[config.mk]
export PLATFORM = sky130hd
export DESIGN_NAME = decimal_morse_digit_sender_core_flat
export DESIGN_NICKNAME = d
export VERILOG_FILES = /design/src/rtl/dmds_pkg.sv /design/src/rtl/dmds_if.sv /design/src/rtl/decimal_morse_digit_sender_core.sv /design/src/flat_wrapper.sv
export VERILOG_INCLUDE_DIRS = /design/src /design/src/rtl
export SDC_FILE = /design/constraint.sdc
export NUM_CORES = 1
export LEC_CHECK = 0
export BUFFER_PORTS_ARGS = -buffer_cell sky130_fd_sc_hd__buf_4
export CAP_MARGIN = 40
export CELL_PAD_IN_SITES_DETAIL_PLACEMENT = 1
export CELL_PAD_IN_SITES_GLOBAL_PLACEMENT = 2
export CORE_MARGIN = 5
export CORE_UTILIZATION = 43
export CTS_CLUSTER_DIAMETER = 80
export DETAILED_ROUTE_END_ITERATION = 16
export PLACE_DENSITY = 0.9
export SKIP_CTS_REPAIR_TIMING = 1
export SYNTH_ARGS = -nofsm -noshare
export SYNTH_HDL_FRONTEND = slang
export SYNTH_SLANG_ARGS = --single-unit
[constraint.sdc]
create_clock -name clk -period 12.6 [get_ports clk]
set_input_delay 0.63 -clock clk [delete_from_list [all_inputs] [get_ports clk]]
set_output_delay 0.63 -clock clk [all_outputs]
set_load 0.02 [all_outputs]
[src/rtl/decimal_morse_digit_sender_core_assert.svh]
// ---------------------------------------------------------------------------
// Assertion macros for the decimal Morse digit sender.
// Each macro takes a label, the clock, the reset and the two expressions.
// ---------------------------------------------------------------------------
`ifndef DECIMAL_MORSE_DIGIT_SENDER_CORE_ASSERT_SVH
`define DECIMAL_MORSE_DIGIT_SENDER_CORE_ASSERT_SVH

// Same-cycle implication, disabled while reset is high.
`define DMDS_ASSERT_IMPLY(label, clk, rst, ante, cons) \
  label: assert property (@(posedge clk) disable iff (rst) (ante) |-> (cons)) \
    else $error("dmds assertion failed");

// Next-cycle implication, disabled while reset is high.
`define DMDS_ASSERT_NEXT(label, clk, rst, ante, cons) \
  label: assert property (@(posedge clk) disable iff (rst) (ante) |=> (cons)) \
    else $error("dmds assertion failed");

`endif

[src/rtl/dmds_pkg.sv]
// ---------------------------------------------------------------------------
// dmds_pkg
// Constants, types, microcode ROM and symbol table for the Morse sender.
// ---------------------------------------------------------------------------
`default_nettype none

package dmds_pkg;

  // Field widths and limits.
  localparam int VALUE_W        = 16;
  localparam int TICK_W         = 8;
  localparam int DIGIT_W        = 4;
  localparam int MAX_DIGITS     = 5;
  localparam int SYMS_PER_DIGIT = 5;
  localparam int CNT_W          = $clog2(MAX_DIGITS + 1);
  localparam int IDX_W          = $clog2(MAX_DIGITS);
  localparam int SYM_W          = $clog2(SYMS_PER_DIGIT);
  localparam int CFG_IDX_W      = 2;

  localparam logic [TICK_W-1:0] SHORT_RESET = 8'd10;
  localparam logic [TICK_W-1:0] LONG_RESET  = 8'd50;

  // Divide by ten through a reciprocal: exact for every 16-bit value.
  localparam logic [VALUE_W-1:0] DIV10_MUL   = 16'd52429;
  localparam int                 DIV10_SHIFT = 19;
  localparam int                 PROD_W      = 2 * VALUE_W;
  localparam int                 QUOT_W      = PROD_W - DIV10_SHIFT;

  localparam logic [CNT_W-1:0] CNT_MAX  = CNT_W'(MAX_DIGITS);
  localparam logic [SYM_W-1:0] SYM_LAST = SYM_W'(SYMS_PER_DIGIT - 1);

  // Configuration register indexes.
  typedef enum logic [CFG_IDX_W-1:0] {
    REG_SHORT_TICKS = 2'd0,
    REG_LONG_TICKS  = 2'd1
  } cfg_reg_t;

  // Datapath operation of a microcode step.
  typedef enum logic [1:0] {
    OP_WAIT_IN,
    OP_DIV_STEP,
    OP_SELECT,
    OP_EMIT
  } op_t;

  // Branch condition of a microcode step.
  typedef enum logic [1:0] {
    COND_IN_ACCEPT,
    COND_DIV_DONE,
    COND_NO_DIGITS,
    COND_LAST_SYM
  } cond_t;

  typedef logic [1:0] step_t;

  localparam step_t STEP_IDLE   = 2'd0;
  localparam step_t STEP_DIV    = 2'd1;
  localparam step_t STEP_SELECT = 2'd2;
  localparam step_t STEP_EMIT   = 2'd3;

  // One control word: operation, condition and both branch targets.
  typedef struct packed {
    op_t   op;
    cond_t cond;
    step_t tgt_true;
    step_t tgt_false;
  } ctl_word_t;

  // Microcode program.
  function automatic ctl_word_t ucode_rom(step_t s);
    ctl_word_t w;
    unique case (s)
      STEP_IDLE:   w = '{OP_WAIT_IN,  COND_IN_ACCEPT, STEP_DIV,  STEP_IDLE};
      STEP_DIV:    w = '{OP_DIV_STEP, COND_DIV_DONE,  STEP_SELECT, STEP_DIV};
      STEP_SELECT: w = '{OP_SELECT,   COND_NO_DIGITS, STEP_IDLE, STEP_EMIT};
      STEP_EMIT:   w = '{OP_EMIT,     COND_LAST_SYM,  STEP_IDLE, STEP_EMIT};
      default:     w = '{OP_WAIT_IN,  COND_IN_ACCEPT, STEP_DIV,  STEP_IDLE};
    endcase
    return w;
  endfunction

  // Symbol kind for a digit at a given position within its five symbols.
  function automatic logic sym_is_dash(logic [DIGIT_W-1:0] d, logic [SYM_W-1:0] pos);
    logic [DIGIT_W-1:0] lead;
    logic [DIGIT_W-1:0] pos_ext;
    pos_ext = DIGIT_W'(pos);
    if (d >= 4'd1 && d <= 4'd5) begin
      return pos_ext >= d;
    end
    lead = (d == 4'd0) ? 4'd5 : d - 4'd5;
    return pos_ext < lead;
  endfunction

endpackage

`default_nettype wire

[src/rtl/dmds_if.sv]
// ---------------------------------------------------------------------------
// dmds interfaces
// Valid/ready channels for values in, symbols out and register writes.
// ---------------------------------------------------------------------------
`default_nettype none

// Input channel: one value per beat.
interface dmds_in_if import dmds_pkg::*; ();
  logic               valid;
  logic               ready;
  logic [VALUE_W-1:0] value;
  modport source (output valid, output value, input ready);
  modport sink   (input valid, input value, output ready);
endinterface

// Output channel: one Morse symbol per beat.
interface dmds_out_if import dmds_pkg::*; ();
  logic               valid;
  logic               ready;
  logic               is_dash;
  logic [TICK_W-1:0]  on_ticks;
  logic [TICK_W-1:0]  off_ticks;
  logic [DIGIT_W-1:0] digit_value;
  logic               last_symbol;
  modport source (output valid, output is_dash, output on_ticks, output off_ticks,
                  output digit_value, output last_symbol, input ready);
  modport sink   (input valid, input is_dash, input on_ticks, input off_ticks,
                  input digit_value, input last_symbol, output ready);
endinterface

// Configuration write channel: register index and data per beat.
interface dmds_cfg_if import dmds_pkg::*; ();
  logic                 valid;
  logic                 ready;
  logic [CFG_IDX_W-1:0] index;
  logic [TICK_W-1:0]    data;
  modport source (output valid, output index, output data, input ready);
  modport sink   (input valid, input index, input data, output ready);
endinterface

`default_nettype wire

[src/rtl/decimal_morse_digit_sender_core.sv]
// ---------------------------------------------------------------------------
// decimal_morse_digit_sender_core
// Splits a 16-bit value into decimal digits and sends each digit as five
// Morse symbols, most significant digit first, with LED tick durations.
//
//   channel  dir  beat carries
//   in_ch    in   value
//   out_ch   out  is_dash, on_ticks, off_ticks, digit_value, last_symbol
//   cfg      in   index, data (0 short_ticks, 1 long_ticks)
//
// A value is taken in the idle step, divided by ten once per digit until it
// reaches zero or five digits, then a select step picks the top digit and
// the symbol step sends five symbols per digit. A zero value sends none.
// The divide step is one 16x16 reciprocal multiply per digit.
// Synchronous reset restores the tick registers to 10 and 50 and returns
// the sequencer to its idle step. A stalled sink holds the symbol step.
// ---------------------------------------------------------------------------
`default_nettype none
`include "decimal_morse_digit_sender_core_assert.svh"

module decimal_morse_digit_sender_core
  import dmds_pkg::*;
(
  input  wire         clk,
  input  wire         rst,
  dmds_in_if.sink     in_ch,
  dmds_out_if.source  out_ch,
  dmds_cfg_if.sink    cfg
);

  // Sequencer state.
  step_t     step;
  step_t     step_next;
  ctl_word_t ctl;
  logic      cond_true;
  logic      stall;

  // Datapath registers.
  logic [VALUE_W-1:0] value_reg;
  logic [CNT_W-1:0]   count;
  logic [DIGIT_W-1:0] digits [MAX_DIGITS];
  logic [IDX_W-1:0]   idx;
  logic [SYM_W-1:0]   sym;
  logic [TICK_W-1:0]  short_ticks;
  logic [TICK_W-1:0]  long_ticks;

  // Output register.
  logic               out_valid;
  logic               out_is_dash;
  logic [TICK_W-1:0]  out_ticks;
  logic [DIGIT_W-1:0] out_digit;
  logic               out_last;
  logic               out_free;

  // Datapath combinational values.
  logic               in_accept;
  logic               div_done;
  logic               last_sym;
  logic [PROD_W-1:0]  prod;
  logic [VALUE_W-1:0] quot;
  logic [VALUE_W-1:0] quot_x10;
  logic [DIGIT_W-1:0] rem;
  logic [DIGIT_W-1:0] cur_digit;
  logic               cur_dash;
  logic [TICK_W-1:0]  cur_ticks;

  // Configuration port takes a beat whenever reset is low.
  assign cfg.ready = !rst;

  always_ff @(posedge clk) begin
    if (rst) begin
      short_ticks <= SHORT_RESET;
      long_ticks  <= LONG_RESET;
    end else if (cfg.valid) begin
      if (cfg.index == REG_SHORT_TICKS) begin
        short_ticks <= cfg.data;
      end else if (cfg.index == REG_LONG_TICKS) begin
        long_ticks <= cfg.data;
      end
    end
  end

  // Fetch the control word of the current step.
  assign ctl       = ucode_rom(step);
  assign in_ch.ready = !rst && (ctl.op == OP_WAIT_IN);
  assign in_accept = in_ch.valid && in_ch.ready;
  assign out_free  = !out_valid || out_ch.ready;
  assign stall     = (ctl.op == OP_EMIT) && !out_free;

  // Divide by ten: reciprocal multiply, then remainder by shift-add.
  assign prod     = PROD_W'(value_reg) * PROD_W'(DIV10_MUL);
  assign quot     = VALUE_W'(prod[PROD_W-1:DIV10_SHIFT]);
  assign quot_x10 = (quot << 3) + (quot << 1);
  assign rem      = DIGIT_W'(value_reg - quot_x10);

  assign div_done = (value_reg == '0) || (count == CNT_MAX);
  assign last_sym = (sym == SYM_LAST) && (idx == '0);

  // Current symbol.
  assign cur_digit = digits[idx];
  assign cur_dash  = sym_is_dash(cur_digit, sym);
  always_comb begin
    cur_ticks = cur_dash ? long_ticks : short_ticks;
    if (cur_ticks == '0) begin
      cur_ticks = TICK_W'(1);
    end
  end

  // Branch condition selection.
  always_comb begin
    unique case (ctl.cond)
      COND_IN_ACCEPT: cond_true = in_accept;
      COND_DIV_DONE:  cond_true = div_done;
      COND_NO_DIGITS: cond_true = (count == '0);
      COND_LAST_SYM:  cond_true = last_sym;
      default:        cond_true = 1'b0;
    endcase
  end

  // Next step.
  always_comb begin
    if (stall) begin
      step_next = step;
    end else if (cond_true) begin
      step_next = ctl.tgt_true;
    end else begin
      step_next = ctl.tgt_false;
    end
  end

  always_ff @(posedge clk) begin
    if (rst) begin
      step <= STEP_IDLE;
    end else begin
      step <= step_next;
    end
  end

  // Datapath actions driven by the control word.
  always_ff @(posedge clk) begin
    if (rst) begin
      count <= '0;
    end else begin
      unique case (ctl.op)
        OP_WAIT_IN: begin
          if (in_accept) begin
            value_reg <= in_ch.value;
            count     <= '0;
          end
        end
        OP_DIV_STEP: begin
          if (!div_done) begin
            digits[count[IDX_W-1:0]] <= rem;
            value_reg                <= quot;
            count                    <= count + CNT_W'(1);
          end
        end
        OP_SELECT: begin
          idx <= IDX_W'(count - CNT_W'(1));
          sym <= '0;
        end
        OP_EMIT: begin
          if (!stall) begin
            if (sym == SYM_LAST) begin
              sym <= '0;
              idx <= idx - IDX_W'(1);
            end else begin
              sym <= sym + SYM_W'(1);
            end
          end
        end
        default: begin
        end
      endcase
    end
  end

  // Output register: loaded by a symbol step, freed by a sink beat.
  always_ff @(posedge clk) begin
    if (rst) begin
      out_valid <= 1'b0;
    end else if (ctl.op == OP_EMIT && !stall) begin
      out_valid <= 1'b1;
    end else if (out_ch.ready) begin
      out_valid <= 1'b0;
    end
  end

  always_ff @(posedge clk) begin
    if (ctl.op == OP_EMIT && !stall) begin
      out_is_dash <= cur_dash;
      out_ticks   <= cur_ticks;
      out_digit   <= cur_digit;
      out_last    <= last_sym;
    end
  end

  assign out_ch.valid       = out_valid;
  assign out_ch.is_dash     = out_is_dash;
  assign out_ch.on_ticks    = out_ticks;
  assign out_ch.off_ticks   = out_ticks;
  assign out_ch.digit_value = out_digit;
  assign out_ch.last_symbol = out_last;

  // A new value always starts with an empty digit buffer.
  `DMDS_ASSERT_NEXT(a_load_clears, clk, rst, in_accept, count == '0 && step == STEP_DIV)
  // Symbol steps only read digits that the divide steps wrote.
  `DMDS_ASSERT_IMPLY(a_emit_idx, clk, rst, step == STEP_EMIT,
                     count != '0 && CNT_W'(idx) < count)
  // A pending symbol never carries a non-decimal digit or a zero tick count.
  `DMDS_ASSERT_IMPLY(a_out_sane, clk, rst, out_valid,
                     out_digit <= 4'd9 && out_ticks != '0)
  // The final symbol sends the sequencer back to idle.
  `DMDS_ASSERT_NEXT(a_last_idle, clk, rst, step == STEP_EMIT && !stall && last_sym,
                    step == STEP_IDLE)

endmodule

`default_nettype wire

[src/flat_wrapper.sv]
// flat-port wrapper written by rule: the top's interface ports become plain ports
module decimal_morse_digit_sender_core_flat import dmds_pkg::*;
  (clk, rst, in_ch_valid, in_ch_value, in_ch_ready, out_ch_valid, out_ch_is_dash, out_ch_on_ticks, out_ch_off_ticks, out_ch_digit_value, out_ch_last_symbol, out_ch_ready, cfg_valid, cfg_index, cfg_data, cfg_ready);
  dmds_in_if in_ch_i ();
  dmds_out_if out_ch_i ();
  dmds_cfg_if cfg_i ();
  input  wire clk;
  input  wire rst;
  input wire logic [$bits(in_ch_i.valid)-1:0] in_ch_valid;
  input wire logic [$bits(in_ch_i.value)-1:0] in_ch_value;
  output wire logic [$bits(in_ch_i.ready)-1:0] in_ch_ready;
  output wire logic [$bits(out_ch_i.valid)-1:0] out_ch_valid;
  output wire logic [$bits(out_ch_i.is_dash)-1:0] out_ch_is_dash;
  output wire logic [$bits(out_ch_i.on_ticks)-1:0] out_ch_on_ticks;
  output wire logic [$bits(out_ch_i.off_ticks)-1:0] out_ch_off_ticks;
  output wire logic [$bits(out_ch_i.digit_value)-1:0] out_ch_digit_value;
  output wire logic [$bits(out_ch_i.last_symbol)-1:0] out_ch_last_symbol;
  input wire logic [$bits(out_ch_i.ready)-1:0] out_ch_ready;
  input wire logic [$bits(cfg_i.valid)-1:0] cfg_valid;
  input wire logic [$bits(cfg_i.index)-1:0] cfg_index;
  input wire logic [$bits(cfg_i.data)-1:0] cfg_data;
  output wire logic [$bits(cfg_i.ready)-1:0] cfg_ready;
  assign in_ch_i.valid = in_ch_valid;
  assign in_ch_i.value = in_ch_value;
  assign in_ch_ready = in_ch_i.ready;
  assign out_ch_valid = out_ch_i.valid;
  assign out_ch_is_dash = out_ch_i.is_dash;
  assign out_ch_on_ticks = out_ch_i.on_ticks;
  assign out_ch_off_ticks = out_ch_i.off_ticks;
  assign out_ch_digit_value = out_ch_i.digit_value;
  assign out_ch_last_symbol = out_ch_i.last_symbol;
  assign out_ch_i.ready = out_ch_ready;
  assign cfg_i.valid = cfg_valid;
  assign cfg_i.index = cfg_index;
  assign cfg_i.data = cfg_data;
  assign cfg_ready = cfg_i.ready;
  decimal_morse_digit_sender_core u_core (.clk(clk), .rst(rst), .in_ch(in_ch_i), .out_ch(out_ch_i), .cfg(cfg_i));
endmodule
# ---- After elaboration in Yosys (flattened, before gate mapping)
# Memories as Yosys holds them, arrays and structs flattened. A register that Yosys moved wholly into a read port is not among the register bits.
# Cells that the tools add are included.
dict set report totals {
  register_bits 58
  ram_bits 20
  input_bits 31
  out_inout_bits 25
  word_cells 100
  mem_count 1
}
dict set report op_classes {
  n_addsub 7
  mul 1
  n_lt_le_gt_ge 4
  eq_ne 16
  mux 27
  bitwise_logic 2
  reduce_logical 30
}
# name words word_bits read_ports rd_clocked_by_memory_dff write_ports line_no
set memory_table {}
lappend memory_table {u_core.digits 5 4 1 1 1 decimal_morse_digit_sender_core.sv:41} ;# logic [DIGIT_W-1:0] digits [MAX_DIGITS];
# cell n
set op_table {}
lappend op_table {{16-bit by 16-bit multiplier with 32-bit output (second input constant)} 1}
lappend op_table {{16-bit 2-to-1 mux} 2}
lappend op_table {{16-bit case mux with 2 select lines} 1}
lappend op_table {{8-bit case mux with 4 select lines} 1}
lappend op_table {{3-bit 2-to-1 mux} 7}
lappend op_table {{3-bit case mux with 2 select lines} 3}
lappend op_table {{16-bit logical NOT} 1}
lappend op_table {{2-bit equality test (second input constant)} 6}
lappend op_table {{1-bit 2-to-1 mux} 9}
lappend op_table {{3-bit AND reduction} 3}
lappend op_table {{2-bit by 1-bit equality test with 1-bit output (second input constant)} 4}
lappend op_table {{2-bit logical NOT} 4}
lappend op_table {{8-bit logical NOT} 1}
lappend op_table {{8-bit 2-to-1 mux} 1}
lappend op_table {{4-bit AND reduction} 2}
lappend op_table {{3-bit by 1-bit adder with 3-bit output (second input constant)} 2}
lappend op_table {{3-bit equality test (second input constant)} 2}
lappend op_table {{1-bit logical AND} 6}
lappend op_table {{3-bit logical NOT} 2}
lappend op_table {{2-bit inequality test (second input constant)} 3}
lappend op_table {{2-bit nonzero test} 3}
lappend op_table {{3-bit by 1-bit subtractor with 3-bit output (second input constant)} 2}
lappend op_table {{4-bit adder} 1}
lappend op_table {{3-bit by 4-bit >= comparator with 1-bit output} 1}
lappend op_table {{14 further kinds} 19}

# ---- Depth between registers and ports, before layout
# Gate-level depths: netlist (run 1).
dict set report depth {
  depth_word 7
  ltp_mapped 22
  depth_no_buf 22
}

# ---- Worst setup path after synthesis (run 1)
# OpenSTA, ideal clock, no wires.
dict set report synth_timing {
  path_type {register to register}
  start {register u_core.value_reg[6]}
  end {memory u_core.digits[0][3] (data pin)}
  setup_time_ns 0.280
  t_arrival_ns 5.436
  required_time_ns 12.320
  setup_slack_ns 6.884
  path_stages_with_launch 23
  n_path_buf 0
  synth_period_minus_slack_ns 5.716
  cell_sequence {edfxtp_1 inv_1 ha_1 inv_1 fa_1 inv_1 fa_1 fa_1 fa_1 inv_1 fa_1 inv_1 ha_1 nand2_1 o211ai_1 a221oi_2 nor2_1 a21oi_1 xnor2_1 ha_1 a21oi_1 xnor2_1 xnor2_1}
}
dict set report synth_between {
  elab_chain_len 3
}
# element line_no
set synth_lines {}
lappend synth_lines {{from (decl)} decimal_morse_digit_sender_core.sv:39} ;# logic [VALUE_W-1:0] value_reg;
lappend synth_lines {{from (signal assigned)} decimal_morse_digit_sender_core.sv:147} ;# value_reg <= in_ch.value;
lappend synth_lines {{from (signal assigned)} decimal_morse_digit_sender_core.sv:154} ;# value_reg <= quot;
lappend synth_lines {{16-bit by 16-bit multiplier with 32-bit output} decimal_morse_digit_sender_core.sv:91} ;# assign prod = PROD_W'(value_reg) * PROD_W'(DIV10_MUL);
lappend synth_lines {{4-bit adder} decimal_morse_digit_sender_core.sv:93} ;# assign quot_x10 = (quot << 3) + (quot << 1);
lappend synth_lines {{4-bit subtractor} decimal_morse_digit_sender_core.sv:94} ;# assign rem = DIGIT_W'(value_reg - quot_x10);
lappend synth_lines {{via u_core.rem[3]} decimal_morse_digit_sender_core.sv:62} ;# logic [DIGIT_W-1:0] rem;
lappend synth_lines {{to (decl)} decimal_morse_digit_sender_core.sv:41}
# The timed path passes the listed nets, and every way through them passes these cells.

# ---- Worst setup path after layout (run 1)
dict set report layout_timing {
  start {register u_core.value_reg[8]}
  end {memory u_core.digits[2][3] (data pin)}
}
# Same word-level chain as after synthesis.

==> summary.md, run 1 <==
| Metric | Value |
|---|---|
| Outcome | `finished, final reports clean` |
| Vias | `between 5,000 and 6,000` |
| CTS Buffer Depth | `2` |
| Slowest stage cell, crit path | `edfxtp_1` |
| CTS clock-pin slew for the worst setup and hold paths | `0.08 ns` |
| Dpl hpwl | `17.2 mm` |
| Setup Skew | `0.0122 ns` |
| Syn Nets | `~1,000` |
| Multi-input gate area | `5170 µm²` |
| Initial DRC count | `157` |
| Syn Std Cell Area | `between 8000 and 9000 µm²` |
| Final Setup Violations | `0` |
| FF+latch area | `~2200 µm²` |
| RSZ-0062 raised after global routing | `no` |
| CP max stage delay | `between 0.5 and 0.6 ns` |
| Drt total wl | `approximately 20 mm` |
| Die Width | `approximately 150 µm` |
| Worst-case reg-to-reg path depth | `19` |
| H-tree depth | `3` |
| Most used DFF post-synth | `edfxtp_1` |
| Tightest Pin Transition | `just under 0.9 ns` |
| First-pass GRT wire length | `between 30 and 40 mm` |
| Buffer type at the clock tree root | `clkbuf_16` |
| Crit path DAT | `around 7 ns` |
| Min-Delay Path Class | `flip-flop to flip-flop` |
| Finished Cell Area | `approximately 9100 µm²` |
| Startpoint Class | `flip-flop` |
| Final Max Slew Viols | `0` |
| Worst Setup SP | `u_core.value_reg[8]$_DFFE_PP_` |
| Synth top area share | `between 20% and 30%` |
| Ranking of synthesized cells by area | `ha_1, edfxtp_1, fa_1, inv_1, dfxtp_1` |
| Gate Count Post-Synth | `745` |
| Avg Cell Area, Syn | `10.9 µm²` |
| Die Ht | `roughly 150 µm` |
| Seq cells post-synth | `slightly above 80` |
| Period utilization | `53.1%` |
| Ys Warns | `0` |
| GPL Wtd Cong | `~0.95` |
| Port Buffers | `55` |
| Layout net count | `roughly 1,100` |
| Post-layout min period | `around 6.7 ns` |
| Leading area contributor after synthesis | `ha_1` |
| # DRC | `0` |
| Vias in the first global route | `6,167` |
| Clk sink count | `just over 80` |
| Antenna Nets Post-Route | `0` |
| Tot GR Track Use | `around a fifth` |
| Crit path to | `u_core.digits[2][3]$_DFFE_PP_` |
| Clk_lat worst skew | `between 0.3 and 0.4 ns` |
| Pin count of the biggest net entering global routing | `29` |
| Area delta synth->final | `11.7%` |
| Worst endpoint required time | `approximately 13 ns` |
| Crit Path Category | `flip-flop to flip-flop` |
| Distinct cells, synth | `47` |
| Global route overflow | `0` |
| Asr flop ratio synth | `0%` |
| I/O pin total | `between 50 and 60` |
| Cells along the critical path | `ha_1, inv_1, fa_1, inv_1, fa_1, fa_1, fa_1, fa_1, ha_1, a21oi_1, o211ai_1, a221oi_2, nor2_1, a21oi_1, xnor2_1, ha_1, a21oi_1, xnor2_1, xnor2_1` |
| Crit end category | `flip-flop` |
| Highest net fanout along the worst path | `5` |
| Inserted Clock Buffers | `9` |
| Cell Rows | `50` |
| Fmax | `~0.15 GHz` |
| Core area | `between 15,000 and 20,000 µm²` |
| Share of cells above drive strength 1 | `between 10% and 20%` |
| Drt via density | `between 5 and 6` |
| Slew HR | `about two fifths` |
| Max reg flops | `20` |
| Sequential area share after synthesis | `26.9%` |
| DP Area | `8760 µm²` |
| RR Endpoint | `u_core.digits[2][3]$_DFFE_PP_` |
| Total of max-cap violations | `0` |
| Reg2Reg Setup Slack | `~6 ns` |
| CTS tree | `built` |
| Starting Density | `43.5%` |
| CP dominant cell by count | `fa_1` |
| Fill cells | `roughly 2,000` |
| Final hold violation count | `0` |
| Reg2Reg Launch Point | `u_core.value_reg[8]$_DFFE_PP_` |
| Post-Route Setup TNS | `0 ns` |
| Initial antenna violation count | `0` |
| Die area | `between 20,000 and 25,000 µm²` |
| Drt pass-1 iters | `4` |
| ANT cells | `0` |
| Post-synth EDFFs | `56` |
| Wire per inst | `around 20 µm` |
[worst max-delay path, delay by kind of cell (launching register included)]
family	cells	cell delay [ns]
XOR/XNOR	3	0.65
flip-flops	1	0.58
AND/OR/NAND/NOR	1	0.17
adder cells (fa/ha/maj)	8	3.64
AO/OA/AOI/OAI	5	1.24
buffers and inverters	2	0.16
[per-layer routing]
layer  part of all wire, %  vias to the layer above  global-route usage (%)
met5                     0                        -                       0
met4                   2.0                        0                    5.31
met3                   4.2                       26                    3.15
met2                    50                      109                    34.2
met1                    44                     2725                    25.4
li1                      -                     2539                       -
[per-stage QoR]
step / hold WS (ns) / cells / util, % / setup slack [ns]
after floorplan: 0.461 / 745 / - / 6.88
after global placement: 0.476 / 1019 / 46.9 / 6.23
after detailed placement: 0.497 / 1021 / 47.0 / 6.03
after CTS: 0.504 / 1037 / 48.6 / 5.93
after global routing: 0.523 / 1037 / 48.6 / 5.61
final: 0.508 / 1037 / 48.6 / 5.90
[synthesized netlist by cell type, types with 3 or more instances]
library cell,count
a211oi_1,4
a21o_1,6
a21oi_1,24
a31oi_1,3
and2_1,6
and3_1,3
buf_4,8
clkbuf_1,8
dfxtp_1,25
edfxtp_1,56
fa_1,80
ha_1,153
inv_1,178
mux2_2,15
mux2i_1,21
mux4_2,3
nand2_1,31
nand2b_1,4
nand3_1,6
nand4_1,5
nor2_1,24
nor2b_1,3
nor3_1,9
nor4_1,3
o21ai_0,20
xnor2_1,17
xor2_1,10
[cell type report]
type,count,area share [%]
multi-input cells,469,57.0
flip-flops and latches,81,24.1
inverters,178,7.37
repair buffers,59,5.01
well taps,234,3.23
clock buffers,9,2.49
clock inverters,7,0.787
[logic make-up (layout without fill, tap and decap cells)]
| group | Yosys count | after routing | synth area share, % |
|---|---|---|---|
| adders and majority gates | 233 | 233 | 43.4 |
| muxes | 41 | 41 | 6.11 |
| DFF | 81 | 81 | 26.9 |
| AOI/OAI and AO/OA | 68 | 68 | 5.48 |
| xor gates and xnor gates | 27 | 27 | 2.92 |
| and+or+nand+nor | 100 | 100 | 5.85 |
| buffers and inverters | 195 | 253 | 9.40 |
[cell usage in the layout, fill, tap and decap left out, drive strengths merged, types with 24 or more instances in the layout]
master    n
inv     182
ha      153
fa       80
buf      59
edfxtp   56
nand2    31
dfxtp    25
nor2     25
a21oi    24
[how the worst min path moves through the flow]
stage                                        from                                  to  slack (ns)  depth (start not counted)
2_1_floorplan  u_core.short_ticks[0]$_SDFFE_PP0P_  u_core.short_ticks[0]$_SDFFE_PP0P_        0.46                          2
3_3_place_gp    u_core.long_ticks[0]$_SDFFE_PP0P_   u_core.long_ticks[0]$_SDFFE_PP0P_        0.48                          2
3_5_place_dp    u_core.long_ticks[0]$_SDFFE_PP0P_   u_core.long_ticks[0]$_SDFFE_PP0P_        0.50                          2
4_1_cts                               cfg_data[3]  u_core.short_ticks[3]$_SDFFE_PP1P_        0.50                          3
5_1_grt                               cfg_data[1]   u_core.long_ticks[1]$_SDFFE_PP1P_        0.52                          3
6_report        u_core.long_ticks[0]$_SDFFE_PP0P_   u_core.long_ticks[0]$_SDFFE_PP0P_        0.51                          2
Power of run 1 is not shown: default switching activity piles up to over one toggle a cycle in this logic, so the estimate is an artifact.
==> inputs of run 2 (changes only) <==
--- a/config.mk
+++ b/config.mk
@@ -11,10 +11,10 @@
 export CELL_PAD_IN_SITES_DETAIL_PLACEMENT = 1
 export CELL_PAD_IN_SITES_GLOBAL_PLACEMENT = 2
 export CORE_MARGIN = 5
-export CORE_UTILIZATION = 43
+export CORE_UTILIZATION = 42
 export CTS_CLUSTER_DIAMETER = 80
 export DETAILED_ROUTE_END_ITERATION = 16
-export PLACE_DENSITY = 0.9
+export PLACE_DENSITY = 0.88
 export SKIP_CTS_REPAIR_TIMING = 1
 export SYNTH_ARGS = -nofsm -noshare
 export SYNTH_HDL_FRONTEND = slang
==> constraint.sdc (replaced) <==
create_clock -name clk -period 6.3 [get_ports clk]
set_input_delay 0.315 -clock clk [delete_from_list [all_inputs] [get_ports clk]]
set_output_delay 0.315 -clock clk [all_outputs]
set_load 0.02 [all_outputs]
==> summary.md, run 2 (synthesis results as in run 1) <==
| Metric | Value |
|---|---|
| # DRC | `0` |
| First-pass GRT wire length | `~33 mm` |
| ANT cells | `0` |
| Tightest Pin Transition | `approximately 0.76 ns` |
| Final Setup Violations | `0` |
| Reg2Reg Launch Point | `u_core.value_reg[1]$_DFFE_PP_` |
| Initial DRC count | `about 200` |
| Initial antenna violation count | `0` |
| CTS tree | `built` |
| Starting Density | `a little over two fifths` |
| Share of cells above drive strength 1 | `around 16%` |
| Cell Rows | `50` |
| Slew HR | `roughly 49%` |
| Buffer type at the clock tree root | `clkbuf_16` |
| Vias in the first global route | `6,319` |
| Drt total wl | `20.1 mm` |
| Vias | `approximately 5,500` |
| CP bufs+invs | `4` |
| Commonest non-fill, non-tap cell in the layout | `inv_1` |
| Min-Delay Path Class | `input port to flip-flop` |
| Slowest stage cell, crit path | `fa_1` |
| Top cell family by delay on the critical path | `adder cells` |
| Die Ht | `149 µm` |
| CTS clock-pin slew for the worst setup and hold paths | `around 0.070 ns` |
| H-tree depth | `3` |
| Total of max-cap violations | `0` |
| Period utilization | `between 90% and 100%` |
| Cells along the critical path | `ha_1, xor2_1, ha_1, fa_1, fa_1, fa_1, inv_1, fa_1, inv_1, ha_1, a21oi_2, o211ai_1, a221oi_2, buf_4, buf_4, o31ai_4, o31ai_4, o21ai_4, a21o_1, a2111oi_4, nor2_1` |
| Crit Path Category | `flip-flop to flip-flop` |
| Met1 Routed Length | `around 9 mm` |
| Crit path DAT | `roughly 6.2 ns` |
| Area delta synth->final | `15.2%` |
| Setup Skew | `roughly 0.013 ns` |
| Max reg flops | `20` |
| Fmax | `0.164 GHz` |
| Crit end category | `flip-flop` |
| Levels on crit path | `21` |
| Fin Hold WS | `between 0.15 and 0.2 ns` |
| Startpoint Class | `flip-flop` |
| RR Endpoint | `u_core.value_reg[11]$_DFFE_PP_` |
| CP dominant cell by count | `fa_1` |
| Core area | `between 15,000 and 20,000 µm²` |
| Final Max Slew Viols | `0` |
| I/O pin total | `56` |
| Clk_lat worst skew | `between 0.3 and 0.4 ns` |
| Antenna Nets Post-Route | `0` |
| Metal2 WL | `9.97 mm` |
| Final hold violation count | `0` |
| Inserted Clock Buffers | `9` |
| Clk sink count | `81` |
| Tot GR Track Use | `about a fifth` |
| CTS Buffer Depth | `2` |
| Outcome | `finished, final reports clean` |
| Drt pass-1 iters | `4` |
| Wire per inst | `around 19 µm` |
| Most frequent cells in the layout | `inv_1, ha_1, fa_1, buf_4, edfxtp_1` |
| Drt via density | `5.08` |
| Top routing layer used | `met4` |
| Fill cells | `about 2,100` |
| CP max stage delay | `~0.54 ns` |
| Worst-case reg-to-reg path depth | `21` |
| GPL Wtd Cong | `~0.94` |
| Dpl hpwl | `approximately 17 mm` |
| Port Buffers | `55` |
| Layout net count | `roughly 1,100` |
| Routed met3 length | `around 730 µm` |
| Post-layout min period | `just over 6 ns` |
| Die Width | `~150 µm` |
| Post-Route Setup TNS | `0 ns` |
| Hold depth | `3` |
| Highest net fanout along the worst path | `4` |
| Global route overflow | `0` |
| Reg2Reg Setup Slack | `0.22 ns` |
| Worst Hold Launch | `cfg_data[3]` |
| Worst endpoint required time | `approximately 6.4 ns` |
| Hold EP | `u_core.short_ticks[3]$_SDFFE_PP1P_` |
| Die area | `between 20,000 and 25,000 µm²` |
| Pin count of the biggest net entering global routing | `29` |
-- run 2: changes by cell type in the layout (fill, tap and decap cells not counted), sizes merged --
cell / change
clkinv: -2
bufinv: +1
buf: +22
clkinvlp: +1
-- run 2: through the flow --
step                      worst slack (ns)  cell area (µm²)  utilization, %  std cells
after global placement              0.0908             8870            47.1       1059
after detailed placement           -0.0603             8900            47.2       1061
final                                0.221             9340            49.6       1085
after floorplan                      0.584             8110               -        745
after global routing               -0.0476             9340            49.6       1085
after CTS                           -0.119             9210            48.9       1077
-- run 2: per-layer routing --
layer  GRT usage [%]  vias up
met4            6.36        0
met5               0        -
met2            33.0      110
met1            24.2     2784
li1                -     2581
met3            3.65       33
-- run 2: worst max path at each step --
stage | startpoint | to | slack, ns
final | u_core.value_reg[1]$_DFFE_PP_ | u_core.value_reg[11]$_DFFE_PP_ | 0.22
after global routing | u_core.value_reg[7]$_DFFE_PP_ | u_core.digits[4][3]$_DFFE_PP_ | -0.05
after CTS | u_core.value_reg[7]$_DFFE_PP_ | u_core.digits[1][3]$_DFFE_PP_ | -0.12
after detailed placement | u_core.value_reg[6]$_DFFE_PP_ | u_core.digits[2][3]$_DFFE_PP_ | -0.06
after global placement | u_core.value_reg[1]$_DFFE_PP_ | u_core.digits[0][3]$_DFFE_PP_ | 0.09
after floorplan | u_core.value_reg[6]$_DFFE_PP_ | u_core.digits[0][3]$_DFFE_PP_ | 0.58
-- run 2: layout make-up --
class,instances,area (µm²),area share [%]
clock buffers,9,225,2.41
multi-input cells,469,5240,56.1
flip-flops and latches,81,2180,23.4
clock inverters,7,83.8,0.897
inverters,178,668,7.15
well taps,260,325,3.48
repair buffers,81,616,6.59
-- run 2: worst register-to-register path, delay by kind of cell (launching register included) --
family	cells	cell delay [ns]
adders and majority gates	7	3.20
AOI/OAI and AO/OA	8	1.55
DFF	1	0.43
buffers and inverters	4	0.38
xor gates and xnor gates	1	0.18
and+or+nand+nor	1	0.09
Power of run 2 is left out for the same reason.
